==> src/rtl/pscf_pkg.sv <==
// ----------------------------------------------------------------------------
// Polygon sharp corner filter package
// Types and fixed constants shared by the filter core and its corner judge.
// ----------------------------------------------------------------------------
package pscf_pkg;

  localparam int IDX_W = 16;
  localparam logic [IDX_W-1:0] IDX_MAX = '1;

  typedef enum logic [2:0] {
    T_IDLE,
    T_PLAN,
    T_START,
    T_WAIT,
    T_LOAD,
    T_COMMIT
  } top_state_t;

  // Which verdict of the current vertex is being produced
  typedef enum logic [1:0] {
    V_MID,
    V_LAST,
    V_FIRST,
    V_SINGLE
  } verdict_t;

  typedef enum logic [1:0] {
    J_IDLE,
    J_MUL,
    J_ACC
  } jstate_t;

  typedef enum logic [3:0] {
    JS_DOT_X,
    JS_DOT_Y,
    JS_CRS_A,
    JS_CRS_B,
    JS_DSQ_HH,
    JS_DSQ_HL,
    JS_DSQ_LL,
    JS_CSQ_HH,
    JS_CSQ_HL,
    JS_CSQ_LL,
    JS_CMP
  } jstep_t;

  typedef struct packed {
    logic done;
    logic keep;
  } judge_stat_t;

endpackage

==> src/rtl/polygon_sharp_corner_filter_core.sv <==
// ----------------------------------------------------------------------------
// Polygon sharp corner filter core
// Streams the vertices of closed polygons and gives a keep/drop verdict for
// each vertex; sharp corners (turn cosine at or below -1/2) are dropped.
// ----------------------------------------------------------------------------
// Usage:
//   Input channel: one vertex per transfer, in_closes_polygon marks the last
//   vertex. in_stall is high while a vertex is in work.
//   Output channel: one verdict per transfer with index, coordinates, keep and
//   end_of_polygon (set on vertex 0's verdict, which comes last).
//   The verdict for vertex k leaves while vertex k+1 is handled; the closing
//   vertex gives the verdicts for the vertex before it, itself and vertex 0.
//   Each verdict's corner test uses the one shared multiplier, which
//   runs ten multiply/accumulate steps (dot, cross, and their squares in
//   half-width pieces); the test ends after the dot steps when the corner
//   is right or obtuse or an edge has zero length.
//   Stalling the output holds the verdict register; the core waits in turn
//   until its next verdict can be loaded.
//   Reset clears the polygon state; the next vertex starts a new polygon.
// ----------------------------------------------------------------------------
module polygon_sharp_corner_filter_core import pscf_pkg::*; #(
  parameter int COORD_BITS   = 16,
  parameter int MAX_VERTICES = 65536
) (
  input  logic                         clk,
  input  logic                         rst_n,
  input  logic                         in_valid,
  output logic                         in_stall,
  input  logic signed [COORD_BITS-1:0] in_vertex_x,
  input  logic signed [COORD_BITS-1:0] in_vertex_y,
  input  logic                         in_closes_polygon,
  output logic                         out_valid,
  input  logic                         out_stall,
  output logic [IDX_W-1:0]             out_vertex_index,
  output logic signed [COORD_BITS-1:0] out_x,
  output logic signed [COORD_BITS-1:0] out_y,
  output logic                         out_keep,
  output logic                         out_end_of_polygon
);

  localparam int CW    = COORD_BITS;
  localparam int CNT_W = $clog2(MAX_VERTICES + 1);
  localparam int SAT_W = CNT_W + IDX_W;

  top_state_t st_r, st_nxt;
  verdict_t   vk_r, vk_nxt;

  logic signed [CW-1:0] nx_r, nx_nxt, ny_r, ny_nxt;
  logic                 close_r, close_nxt;
  logic [CNT_W-1:0]     cnt_r, cnt_nxt;
  logic signed [CW-1:0] first_x_r, first_x_nxt, first_y_r, first_y_nxt;
  logic signed [CW-1:0] second_x_r, second_x_nxt, second_y_r, second_y_nxt;
  logic signed [CW-1:0] prev_x_r, prev_x_nxt, prev_y_r, prev_y_nxt;
  logic signed [CW-1:0] cur_x_r, cur_x_nxt, cur_y_r, cur_y_nxt;
  logic                 vkeep_r, vkeep_nxt;

  logic                 out_valid_r, out_valid_nxt;
  logic [IDX_W-1:0]     out_idx_r, out_idx_nxt;
  logic signed [CW-1:0] out_x_r, out_x_nxt, out_y_r, out_y_nxt;
  logic                 out_keep_r, out_keep_nxt, out_end_r, out_end_nxt;

  logic                 jstart;
  judge_stat_t          jstat;
  logic signed [CW-1:0] jax, jay, jbx, jby, jcx, jcy, sx, sy;

  logic [CNT_W-1:0]     idx_raw;
  logic [SAT_W-1:0]     idx_wide;
  logic [IDX_W-1:0]     idx_sat;
  logic signed [CW-1:0] vx, vy;
  logic                 vend;

  // Vertex 0's far neighbor: vertex 1, which is the closing one itself
  // for a two-vertex polygon
  assign sx = (cnt_r == CNT_W'(1)) ? nx_r : second_x_r;
  assign sy = (cnt_r == CNT_W'(1)) ? ny_r : second_y_r;

  always_comb begin
    unique case (vk_r)
      V_MID: begin
        jax = prev_x_r; jay = prev_y_r;
        jbx = cur_x_r;  jby = cur_y_r;
        jcx = nx_r;     jcy = ny_r;
      end
      V_LAST: begin
        jax = cur_x_r;   jay = cur_y_r;
        jbx = nx_r;      jby = ny_r;
        jcx = first_x_r; jcy = first_y_r;
      end
      V_FIRST: begin
        jax = nx_r;      jay = ny_r;
        jbx = first_x_r; jby = first_y_r;
        jcx = sx;        jcy = sy;
      end
      default: begin
        jax = nx_r; jay = ny_r;
        jbx = nx_r; jby = ny_r;
        jcx = nx_r; jcy = ny_r;
      end
    endcase
  end

  // Verdict payload for the current verdict kind
  always_comb begin
    unique case (vk_r)
      V_MID: begin
        idx_raw = cnt_r - CNT_W'(1);
        vx      = cur_x_r;
        vy      = cur_y_r;
        vend    = 1'b0;
      end
      V_LAST: begin
        idx_raw = cnt_r;
        vx      = nx_r;
        vy      = ny_r;
        vend    = 1'b0;
      end
      V_FIRST: begin
        idx_raw = '0;
        vx      = first_x_r;
        vy      = first_y_r;
        vend    = 1'b1;
      end
      default: begin
        idx_raw = '0;
        vx      = nx_r;
        vy      = ny_r;
        vend    = 1'b1;
      end
    endcase
  end

  assign idx_wide = SAT_W'(idx_raw);
  assign idx_sat  = (idx_wide > SAT_W'(IDX_MAX)) ? IDX_MAX : idx_wide[IDX_W-1:0];

  pscf_judge #(
    .CW (CW)
  ) u_judge (
    .clk   (clk),
    .rst_n (rst_n),
    .start (jstart),
    .ax    (jax),
    .ay    (jay),
    .bx    (jbx),
    .by    (jby),
    .cx    (jcx),
    .cy    (jcy),
    .stat  (jstat)
  );

  always_comb begin
    st_nxt       = st_r;
    vk_nxt       = vk_r;
    nx_nxt       = nx_r;
    ny_nxt       = ny_r;
    close_nxt    = close_r;
    cnt_nxt      = cnt_r;
    first_x_nxt  = first_x_r;
    first_y_nxt  = first_y_r;
    second_x_nxt = second_x_r;
    second_y_nxt = second_y_r;
    prev_x_nxt   = prev_x_r;
    prev_y_nxt   = prev_y_r;
    cur_x_nxt    = cur_x_r;
    cur_y_nxt    = cur_y_r;
    vkeep_nxt    = vkeep_r;
    out_idx_nxt  = out_idx_r;
    out_x_nxt    = out_x_r;
    out_y_nxt    = out_y_r;
    out_keep_nxt = out_keep_r;
    out_end_nxt  = out_end_r;
    // Drop the verdict once it is taken
    out_valid_nxt = out_valid_r && out_stall;
    jstart        = 1'b0;
    unique case (st_r)
      T_IDLE: begin
        if (in_valid) begin
          nx_nxt    = in_vertex_x;
          ny_nxt    = in_vertex_y;
          close_nxt = in_closes_polygon;
          st_nxt    = T_PLAN;
        end
      end
      T_PLAN: begin
        priority if (cnt_r >= CNT_W'(2)) begin
          vk_nxt = V_MID;
          st_nxt = T_START;
        end else if (close_r && (cnt_r == '0)) begin
          vk_nxt    = V_SINGLE;
          vkeep_nxt = 1'b0;
          st_nxt    = T_LOAD;
        end else if (close_r) begin
          vk_nxt = V_LAST;
          st_nxt = T_START;
        end else begin
          st_nxt = T_COMMIT;
        end
      end
      T_START: begin
        jstart = 1'b1;
        st_nxt = T_WAIT;
      end
      T_WAIT: begin
        if (jstat.done) begin
          vkeep_nxt = jstat.keep;
          st_nxt    = T_LOAD;
        end
      end
      T_LOAD: begin
        if (!out_valid_r || !out_stall) begin
          out_valid_nxt = 1'b1;
          out_idx_nxt   = idx_sat;
          out_x_nxt     = vx;
          out_y_nxt     = vy;
          out_keep_nxt  = vkeep_r;
          out_end_nxt   = vend;
          unique case (vk_r)
            V_MID: begin
              if (close_r) begin
                vk_nxt = V_LAST;
                st_nxt = T_START;
              end else begin
                st_nxt = T_COMMIT;
              end
            end
            V_LAST: begin
              vk_nxt = V_FIRST;
              st_nxt = T_START;
            end
            default: st_nxt = T_COMMIT;
          endcase
        end
      end
      T_COMMIT: begin
        if (cnt_r == '0) begin
          first_x_nxt = nx_r;
          first_y_nxt = ny_r;
        end
        if (cnt_r == CNT_W'(1)) begin
          second_x_nxt = nx_r;
          second_y_nxt = ny_r;
        end
        prev_x_nxt = cur_x_r;
        prev_y_nxt = cur_y_r;
        cur_x_nxt  = nx_r;
        cur_y_nxt  = ny_r;
        if (close_r) begin
          cnt_nxt = '0;
        end else if (cnt_r < CNT_W'(MAX_VERTICES)) begin
          cnt_nxt = cnt_r + CNT_W'(1);
        end
        st_nxt = T_IDLE;
      end
      default: st_nxt = T_IDLE;
    endcase
  end

  always_ff @(posedge clk) begin
    if (!rst_n) begin
      st_r        <= T_IDLE;
      vk_r        <= V_MID;
      cnt_r       <= '0;
      first_x_r   <= '0;
      first_y_r   <= '0;
      second_x_r  <= '0;
      second_y_r  <= '0;
      prev_x_r    <= '0;
      prev_y_r    <= '0;
      cur_x_r     <= '0;
      cur_y_r     <= '0;
      out_valid_r <= 1'b0;
    end else begin
      st_r        <= st_nxt;
      vk_r        <= vk_nxt;
      cnt_r       <= cnt_nxt;
      first_x_r   <= first_x_nxt;
      first_y_r   <= first_y_nxt;
      second_x_r  <= second_x_nxt;
      second_y_r  <= second_y_nxt;
      prev_x_r    <= prev_x_nxt;
      prev_y_r    <= prev_y_nxt;
      cur_x_r     <= cur_x_nxt;
      cur_y_r     <= cur_y_nxt;
      out_valid_r <= out_valid_nxt;
    end
  end

  always_ff @(posedge clk) begin
    nx_r       <= nx_nxt;
    ny_r       <= ny_nxt;
    close_r    <= close_nxt;
    vkeep_r    <= vkeep_nxt;
    out_idx_r  <= out_idx_nxt;
    out_x_r    <= out_x_nxt;
    out_y_r    <= out_y_nxt;
    out_keep_r <= out_keep_nxt;
    out_end_r  <= out_end_nxt;
  end

  assign in_stall           = (st_r != T_IDLE);
  assign out_valid          = out_valid_r;
  assign out_vertex_index   = out_idx_r;
  assign out_x              = out_x_r;
  assign out_y              = out_y_r;
  assign out_keep           = out_keep_r;
  assign out_end_of_polygon = out_end_r;

endmodule

==> src/rtl/pscf_judge.sv <==
// ----------------------------------------------------------------------------
// Corner judge
// Decides whether the corner at B of the path A-B-C is blunt enough to keep,
// using one shared multiplier stepped by a small sequencer.
// ----------------------------------------------------------------------------
module pscf_judge import pscf_pkg::*; #(
  parameter int CW = 16
) (
  input  logic                 clk,
  input  logic                 rst_n,
  input  logic                 start,
  input  logic signed [CW-1:0] ax,
  input  logic signed [CW-1:0] ay,
  input  logic signed [CW-1:0] bx,
  input  logic signed [CW-1:0] by,
  input  logic signed [CW-1:0] cx,
  input  logic signed [CW-1:0] cy,
  output judge_stat_t          stat
);

  localparam int DIFF_W = CW + 1;
  localparam int MUL_W  = CW + 1;
  localparam int PROD_W = 2 * MUL_W;
  localparam int DOT_W  = 2 * CW + 2;
  localparam int SQ_W   = 4 * CW + 2;
  localparam int SHL_W  = 4 * CW + 4;
  localparam int CMP_W  = SQ_W + 2;

  jstate_t st_r, st_nxt;
  jstep_t  step_r, step_nxt;

  logic signed [DIFF_W-1:0] ux_r, ux_nxt, uy_r, uy_nxt;
  logic signed [DIFF_W-1:0] wx_r, wx_nxt, wy_r, wy_nxt;
  logic signed [DOT_W-1:0]  dot_r, dot_nxt, crs_r, crs_nxt, pterm;
  logic [SQ_W-1:0]          dsq_r, dsq_nxt, csq_r, csq_nxt, sq_term;
  logic [PROD_W-1:0]        p_r, p_nxt;
  logic                     done_r, done_nxt, keep_r, keep_nxt;

  logic [MUL_W-1:0]  ux_m, uy_m, wx_m, wy_m, dh_m, dl_m, ch_m, cl_m, op_a, op_b;
  logic [DOT_W-1:0]  dot_m, crs_m;
  logic [SHL_W-1:0]  p_wide;
  logic [CMP_W-1:0]  dsq_x3;
  logic              neg, degen;

  assign ux_m = ux_r[DIFF_W-1] ? MUL_W'(-ux_r) : MUL_W'(ux_r);
  assign uy_m = uy_r[DIFF_W-1] ? MUL_W'(-uy_r) : MUL_W'(uy_r);
  assign wx_m = wx_r[DIFF_W-1] ? MUL_W'(-wx_r) : MUL_W'(wx_r);
  assign wy_m = wy_r[DIFF_W-1] ? MUL_W'(-wy_r) : MUL_W'(wy_r);

  // Split |dot| and |cross| into a high and a low half for squaring
  assign dot_m = dot_r[DOT_W-1] ? DOT_W'(-dot_r) : DOT_W'(dot_r);
  assign crs_m = crs_r[DOT_W-1] ? DOT_W'(-crs_r) : DOT_W'(crs_r);
  assign dh_m  = MUL_W'(dot_m[2*CW:CW+1]);
  assign dl_m  = dot_m[CW:0];
  assign ch_m  = MUL_W'(crs_m[2*CW:CW+1]);
  assign cl_m  = crs_m[CW:0];

  assign degen  = ((ux_r == '0) && (uy_r == '0)) || ((wx_r == '0) && (wy_r == '0));
  assign p_wide = SHL_W'(p_r);
  assign pterm  = neg ? -$signed(p_r) : $signed(p_r);
  // |u|^2*|w|^2 = dot^2 + cross^2, so 4*dot^2 < |u|^2*|w|^2 iff 3*dot^2 < cross^2
  assign dsq_x3 = CMP_W'({dsq_r, 1'b0}) + CMP_W'(dsq_r);

  always_comb begin
    op_a    = ux_m;
    op_b    = wx_m;
    neg     = 1'b0;
    sq_term = '0;
    unique case (step_r)
      JS_DOT_X: begin
        op_a = ux_m;
        op_b = wx_m;
        neg  = ux_r[DIFF_W-1] ^ wx_r[DIFF_W-1];
      end
      JS_DOT_Y: begin
        op_a = uy_m;
        op_b = wy_m;
        neg  = uy_r[DIFF_W-1] ^ wy_r[DIFF_W-1];
      end
      JS_CRS_A: begin
        op_a = ux_m;
        op_b = wy_m;
        neg  = ux_r[DIFF_W-1] ^ wy_r[DIFF_W-1];
      end
      JS_CRS_B: begin
        op_a = uy_m;
        op_b = wx_m;
        neg  = !(uy_r[DIFF_W-1] ^ wx_r[DIFF_W-1]);
      end
      JS_DSQ_HH: begin
        op_a    = dh_m;
        op_b    = dh_m;
        sq_term = SQ_W'(p_wide << (2 * CW + 2));
      end
      JS_DSQ_HL: begin
        op_a    = dh_m;
        op_b    = dl_m;
        sq_term = SQ_W'(p_wide << (CW + 2));
      end
      JS_DSQ_LL: begin
        op_a    = dl_m;
        op_b    = dl_m;
        sq_term = SQ_W'(p_r);
      end
      JS_CSQ_HH: begin
        op_a    = ch_m;
        op_b    = ch_m;
        sq_term = SQ_W'(p_wide << (2 * CW + 2));
      end
      JS_CSQ_HL: begin
        op_a    = ch_m;
        op_b    = cl_m;
        sq_term = SQ_W'(p_wide << (CW + 2));
      end
      JS_CSQ_LL: begin
        op_a    = cl_m;
        op_b    = cl_m;
        sq_term = SQ_W'(p_r);
      end
      default: begin
        op_a = ux_m;
        op_b = wx_m;
      end
    endcase
  end

  always_comb begin
    st_nxt   = st_r;
    step_nxt = step_r;
    ux_nxt   = ux_r;
    uy_nxt   = uy_r;
    wx_nxt   = wx_r;
    wy_nxt   = wy_r;
    dot_nxt  = dot_r;
    crs_nxt  = crs_r;
    dsq_nxt  = dsq_r;
    csq_nxt  = csq_r;
    p_nxt    = p_r;
    done_nxt = 1'b0;
    keep_nxt = keep_r;
    unique case (st_r)
      J_IDLE: begin
        if (start) begin
          ux_nxt   = DIFF_W'(bx) - DIFF_W'(ax);
          uy_nxt   = DIFF_W'(by) - DIFF_W'(ay);
          wx_nxt   = DIFF_W'(cx) - DIFF_W'(bx);
          wy_nxt   = DIFF_W'(cy) - DIFF_W'(by);
          dot_nxt  = '0;
          crs_nxt  = '0;
          dsq_nxt  = '0;
          csq_nxt  = '0;
          step_nxt = JS_DOT_X;
          st_nxt   = J_MUL;
        end
      end
      J_MUL: begin
        priority if (step_r == JS_CMP) begin
          done_nxt = 1'b1;
          keep_nxt = dsq_x3 < CMP_W'(csq_r);
          st_nxt   = J_IDLE;
        end else if ((step_r == JS_CRS_A) && (degen || !dot_r[DOT_W-1])) begin
          // Zero-length edge drops; a right or obtuse corner keeps
          done_nxt = 1'b1;
          keep_nxt = !degen;
          st_nxt   = J_IDLE;
        end else begin
          p_nxt  = PROD_W'(op_a) * PROD_W'(op_b);
          st_nxt = J_ACC;
        end
      end
      J_ACC: begin
        unique case (step_r)
          JS_DOT_X, JS_DOT_Y:               dot_nxt = dot_r + pterm;
          JS_CRS_A, JS_CRS_B:               crs_nxt = crs_r + pterm;
          JS_DSQ_HH, JS_DSQ_HL, JS_DSQ_LL:  dsq_nxt = dsq_r + sq_term;
          JS_CSQ_HH, JS_CSQ_HL, JS_CSQ_LL:  csq_nxt = csq_r + sq_term;
          default: ;
        endcase
        step_nxt = jstep_t'(step_r + 4'd1);
        st_nxt   = J_MUL;
      end
      default: st_nxt = J_IDLE;
    endcase
  end

  always_ff @(posedge clk) begin
    if (!rst_n) begin
      st_r   <= J_IDLE;
      step_r <= JS_DOT_X;
      done_r <= 1'b0;
    end else begin
      st_r   <= st_nxt;
      step_r <= step_nxt;
      done_r <= done_nxt;
    end
  end

  always_ff @(posedge clk) begin
    ux_r   <= ux_nxt;
    uy_r   <= uy_nxt;
    wx_r   <= wx_nxt;
    wy_r   <= wy_nxt;
    dot_r  <= dot_nxt;
    crs_r  <= crs_nxt;
    dsq_r  <= dsq_nxt;
    csq_r  <= csq_nxt;
    p_r    <= p_nxt;
    keep_r <= keep_nxt;
  end

  assign stat = '{done: done_r, keep: keep_r};

endmodule

==> config.mk <==
export PLATFORM = sky130hd
export DESIGN_NAME = polygon_sharp_corner_filter_core
export DESIGN_NICKNAME = d
export VERILOG_FILES = /design/src/rtl/pscf_pkg.sv /design/src/rtl/polygon_sharp_corner_filter_core.sv /design/src/rtl/pscf_judge.sv
export SDC_FILE = /design/constraint.sdc
export NUM_CORES = 2
export LEC_CHECK = 0
export ABC_AREA = 1
export BUFFER_PORTS_ARGS = -buffer_cell sky130_fd_sc_hd__buf_2
export CORE_UTILIZATION = 39
export CTS_CLUSTER_DIAMETER = 60
export DETAILED_ROUTE_END_ITERATION = 6
export GPL_ROUTABILITY_DRIVEN = 0
export PLACE_DENSITY = 0.62
export SYNTH_ARGS = -nofsm -noshare
export SYNTH_HDL_FRONTEND = slang
export SYNTH_SLANG_ARGS = --single-unit
==> constraint.sdc <==
create_clock -name clk -period 21 [get_ports clk]
set_input_delay 3.15 -clock clk [delete_from_list [all_inputs] [get_ports clk]]
set_output_delay 3.15 -clock clk [all_outputs]
set_load 0.03 [all_outputs]
# [Yosys cells after proc, flatten, opt, wreduce, memory -nomap -nowiden]
# Index checks and enable logic that the tools add are counted.
[word_totals] in_bits=37 output_inout_bits=52 regBits=545
[op_classes] reduce_logical=58 n_eq_ne=31 add_sub_neg=19 muxes=64 bitwise=6 mul=1 magnitude_cmp=4
[ops] op="one-hot mux 66 bit (2 select lines)" n=2
[ops] op="2-to-1 mux 66 bit" n=3
[ops] op="one-hot mux 66 bit (3 select lines)" n=1
[ops] op="one-hot mux 16 bit (2 select lines)" n=6
[ops] op="one-hot mux 17 bit (5 select lines)" n=2
[ops] op="2-to-1 mux 34 bit" n=4
[ops] op="one-hot mux 34 bit (2 select lines)" n=2
[ops] op="adder 66 bit" n=2
[ops] op="2-to-1 mux 17 bit" n=6
[ops] op="logical NOT 17 bit" n=5
[ops] op="adder 34 bit" n=2
[ops] op="adder 67 x 66 -> 68 bit" n=1
[ops] op="< comparator 68 x 66 -> 1 bit" n=1
[ops] op="negator 17 bit" n=4
[ops] op="subtractor 16 x 16 -> 17 bit" n=4
[ops] op="2-to-1 mux 33 bit" n=2
[ops] op="negator 33 bit" n=2
[ops] op="multiplier 17 x 17 -> 34 bit" n=1
[ops] op="negator 34 bit" n=1
[ops] op="one-hot mux 17 bit (2 select lines)" n=1
[ops] op="2-to-1 mux 16 bit" n=2
[ops] op="OR reduction 2 bit" n=12
[ops] op="AND reduction 3 bit" n=7
[ops] op="2-to-1 mux 3 bit" n=6
[ops] op="other kinds (42)" n=104

# [Longest topological paths before layout]
[depth] word_depth=8 depth_mapped=38 mapped_depth_nobuf=37

# [Hierarchy]
# A second synthesis with hierarchy kept.
[unflattened] cells_unflattened=8351 hier_area_um2=59119.2
[by_module_without_submodules] module="pscf_judge" instances=1 seq_area_each_um2=9238.9 cells_per_inst=7013 area_each_um2=47873.4
[by_module_without_submodules] module="polygon_sharp_corner_filter_core" instances=1 seq_area_each_um2=5545.3 cells_per_inst=1338 area_each_um2=11245.8

# [Least setup slack after synthesis]
# OpenSTA, ideal clock, no wires.
[synth_timing] path_kind="reg-to-reg" startpoint="register st_r[2]" endpoint="register u_judge.csq_r[0], enable pin" stages_incl_launch_ff=8 slack_ns=12.217 synth_period_minus_slack_ns=8.783 arrival_ns=8.202 t_required_ns=20.419 setup_ns=0.581 path_buffers=0 path_cell_list="dfxtp_1 -> nor2_1 -> inv_1 -> nor2_1 -> inv_1 -> nor3_1 -> inv_1 -> o21ai_0"
[synth_via] elab_chain_cells=4
[synth_rtl] item="start, declared" line="polygon_sharp_corner_filter_core.sv:45" source="top_state_t st_r, st_nxt;"
[synth_rtl] item="start signal, assigned" line="polygon_sharp_corner_filter_core.sv:272" source="st_r <= st_nxt;"
[synth_rtl] item="equality test 3 x 2 -> 1 bit" line="polygon_sharp_corner_filter_core.sv:174" source="unique case (st_r)"
[synth_rtl] item="2-to-1 mux 1 bit" line="polygon_sharp_corner_filter_core.sv:174"
[synth_rtl] item="!= test 2 bit (no line)"
[synth_rtl] item="AND reduction 3 bit (no line)"
[synth_rtl] item="end signal, assigned" line="pscf_judge.sv:206" source="csq_r <= csq_nxt;"
[synth_rtl] item="end, declared" line="pscf_judge.sv:35" source="logic [SQ_W-1:0] dsq_r, dsq_nxt, csq_r, csq_nxt, sq_term;"
# No other way between the ends.
# A chain may end at the register's enable or synchronous reset.

# [Worst setup path in the final report]
[layout_timing] startpoint="register u_judge.step_r[0]" endpoint="register u_judge.p_r[33] (data pin)"
[layout_via] elab_chain_cells=4
[layout_rtl] item="start, declared" line="pscf_judge.sv:30" source="jstep_t step_r, step_nxt;"
[layout_rtl] item="start signal, assigned" line="pscf_judge.sv:193" source="step_r <= step_nxt;"
[layout_rtl] item="equality test 4 x 3 -> 1 bit (tied with other cells)" line="pscf_judge.sv:69" source="unique case (step_r)"
[layout_rtl] item="OR reduction 2 bit (no line)"
[layout_rtl] item="one-hot mux 17 bit (5 select lines)" line="pscf_judge.sv:69"
[layout_rtl] item="multiplier 17 x 17 -> 34 bit (*)" line="pscf_judge.sv:167" source="p_nxt = PROD_W'(op_a) * PROD_W'(op_b);"
[layout_rtl] item="end signal, assigned" line="pscf_judge.sv:207" source="p_r <= p_nxt;"
[layout_rtl] item="end, declared" line="pscf_judge.sv:36" source="logic [PROD_W-1:0] p_r, p_nxt;"
# Mark *: on every way between the ends. The rest lies on a longest branch, timed or not.

==> summary.txt <==
Synth
  • Netlist cell types: 63
  • Synth area leaders: edfxtp_1 20%, ha_1 11%, nand2_1 9.4%, inv_1 8.7%, fa_1 8.0%
  • Syn avg cell area: 7.02 um2
  • Asr flop ratio synth: 0
  • Synth area leader: edfxtp_1
  • Gate Count Post-Synth: just over 8k
  • Synth warn: 0
  • Syn_nets: 9096
  • Count leader, synth: nand2_1
  • Register area share after synthesis: 0.253
  • Post-synthesis cell area: 58400 um2
  • EDFF count, synth: 387
  • Top cell type's share of synthesized area: 0.199
  • FF+latch count, synth: 545
  • Most instantiated cells after synthesis: 1454 x nand2_1, 1360 x inv_1, 1068 x nor2_1
  • Ys flop type: edfxtp_1

Worst setup path
  • Worst setup path category: flip-flop to flip-flop
  • FF-to-FF setup slack: 12.24 ns
  • Worst setup EP type: flip-flop
  • Reg2reg end: u_judge.p_r[33]
  • CP startpoint kind: flip-flop
  • Worst R2R Path Depth: 31
  • Worst-path fanout max: 19
  • Critical Path Max Stage Delay: 0.56 ns
  • CP max-delay cell: fa_1
  • Reg-to-reg startpoint: u_judge.step_r[0]
  • Crit path DAT: roughly 9.2 ns
  • Critical Path RT: approximately 21 ns

STA
  • Fin. Hold Viols: 0
  • RSZ-0062 raised after global routing: false
  • Worst-Margin Slew: between 1 and 1.5 ns
  • Final-report setup violation count: 0
  • Count of pins over their slew limit: 0
  • Maximum clock rate: 0.114 GHz
  • Setup WS post-layout: approximately 12 ns
  • Slew HR: 0.0429
  • Minimum clock period: between 8 and 9 ns
  • Clk_skew: 0.0327 ns
  • Fin crit share: 0.417
  • Final setup TNS: 0 ns

Clock network
  • Postcts setup bufs: 0
  • Clock Pin Slew Worst Setup and Hold Paths: 0.06 ns
  • CTS Buf Count: 76
  • Clock Path Buffers: 3
  • Clock Tree Root: clkbuf_16
  • Clock Sinks: between 500 and 600
  • TritonCTS clock tree: built
  • Cts-stage hold buffer count: 0
  • H-tree depth: 3
  • Resize count post-CTS: 0
  • Worst skew pair latency: a little under 0.7 ns

Hold path
  • Worst min path class: flip-flop to flip-flop
  • Hold Path Cell Cnt: 0
  • Hold_sp: vkeep_r
  • Hold Path End: out_keep

Global route
  • First-pass GRT wire length: 329000 um
  • Largest net degree at the start of global routing: 94
  • Overall fraction of global-route tracks in use: 0.282
  • Global route total overflow: 0
  • Number of global-route vias before repair: 56.3k
  • Antenna violations before repair: 5

Floorplanning
  • Die height: 389 um
  • Num ports: 89
  • Initial Util: 0.394
  • DIE AREA: 151000 um2
  • Row count: 141
  • Core area: 148000 um2
  • Die W: 389 um

Final layout
  • Fin util: 0.427
  • Layout fillers: 15.3k
  • Area Growth Syn to Fin: 8.50%
  • Share of layout cells above drive strength 1: 0.0397
  • Nets: 9115
  • Post-Layout Inst Area: 63300 um2
  • Diode count: 0

Power and ir drop
  • VDD IR-drop max: 223 uV
  • Total power: 6.30 mW
  • Leak pwr: 28.6 nW
  • Pwr per Cell Area: 99.5 nW/um2

Routing
  • Drc violations: 0
  • DR pass1 iterations: 7
  • Initial DRC count: 5959
  • Via density: about 5.7
  • Post-Route WL: between 200000 and 250000 um
  • Post-route ant nets: 0
  • WL/cell: 21.1 um
  • Vias after detailed routing: 58.7k

Placement
  • IO buf count: 88
  • Placement Cell Area: approximately 61000 um2
  • Pre-CTS setup slack: approximately 13 ns
  • HPWL after detailed placement: 173000 um

Status
  • Status: finished clean

Run
  • # Max-Cap Violations: 0
## final cells by class
type,count,area (um2),share of cell area
inverters,1389,5220,0.0824
multi-input cells,6194,37700,0.595
well taps,1930,2410,0.0381
clock buffers,98,2060,0.0325
flip-flops and latches,545,14800,0.233
clock inverters,41,482,0.00761
repair buffers,122,698,0.0110
## how the worst max path moves through the flow
stage | from | end | slack [ns] | depth (start not counted)
floorplan | st_r[2] | u_judge.csq_r[0] | 12.22 | 7
global placement | u_judge.step_r[0] | u_judge.p_r[33] | 12.62 | 31
detailed placement | u_judge.step_r[0] | u_judge.p_r[33] | 12.54 | 31
CTS | u_judge.step_r[0] | u_judge.p_r[33] | 12.49 | 31
global route | u_judge.step_r[0] | u_judge.p_r[33] | 11.86 | 31
finish | u_judge.step_r[0] | u_judge.p_r[33] | 12.24 | 31
## report_power, final
group	switching [mW]	total (mW)	internal [mW]
combinational	2.32	3.54	1.22
clock	0.546	1.32	0.779
sequential	0.0456	1.43	1.39
## worst max-delay path: cells and delay by family (launching register included)
kind,cells,cell delay [ns]
xor gates and xnor gates,1,0.07
and+or+nand+nor,15,2.92
buffers and inverters,6,0.97
AOI/OAI and AO/OA,1,0.36
adders and majority gates,8,3.74
DFF,1,0.42
## placed cells by master (no fill, tap or decap), types with 9 or more instances in the layout
cell type	netlist	layout
dfxtp_1	158	158
clkbuf_1	131	17
a22oi_1	31	31
or2_2	17	17
o21a_1	56	56
buf_4	4	35
fa_1	233	233
a31oi_1	46	45
nor2_2	7	9
ha_1	517	517
clkbuf_16	0	78
inv_1	1360	1359
xor2_1	183	183
o211ai_1	42	42
a21oi_1	911	910
o221ai_1	12	12
o31ai_1	13	13
o21bai_1	63	63
nor4_1	41	41
nand2_2	20	20
buf_2	26	87
clkinv_1	6	13
o22ai_1	99	99
a21boi_0	29	29
edfxtp_1	387	387
nor3_1	107	106
nand3_1	350	350
o21ai_1	14	14
o21ai_0	609	607
nor2_1	1068	1063
nand4_1	73	73
inv_2	21	21
nand3b_1	18	18
nand2_1	1454	1454
xnor2_1	60	60
a21o_1	62	62
## metal layers
metal	vias up	wire length, um	global-route usage
met5	-	65	0
met4	10	16300	0.183
met3	784	17500	0.0422
met2	2980	97400	0.457
met1	27300	86600	0.348
li1	27700	-	-
## stage by stage
step | hold slack [ns] | instances
after CTS | 0.437 | 10300
after detailed placement | 0.423 | 10200
after floorplan | 0.400 | 8309
final | 0.434 | 10300
after global routing | 0.450 | 10300
after global placement | 0.427 | 10200
## flip-flops by register name, indices dropped and copies added (netlist names), 34 cells and up
signal         flops
u_judge.dot_r     34
u_judge.csq_r     66
u_judge.dsq_r     66
u_judge.p_r       34
u_judge.crs_r     34
## logic make-up after synthesis
family                   Yosys count  share of synthesized area
adder cells (fa/ha/maj)          750                      0.191
flip-flops                       545                      0.253
AO/OA/AOI/OAI                   2026                      0.193
XOR/XNOR                         243                     0.0365
buffers and inverters           1570                      0.103
AND/OR/NAND/NOR                 3175                      0.223
Power figures use the tool's default switching activity.
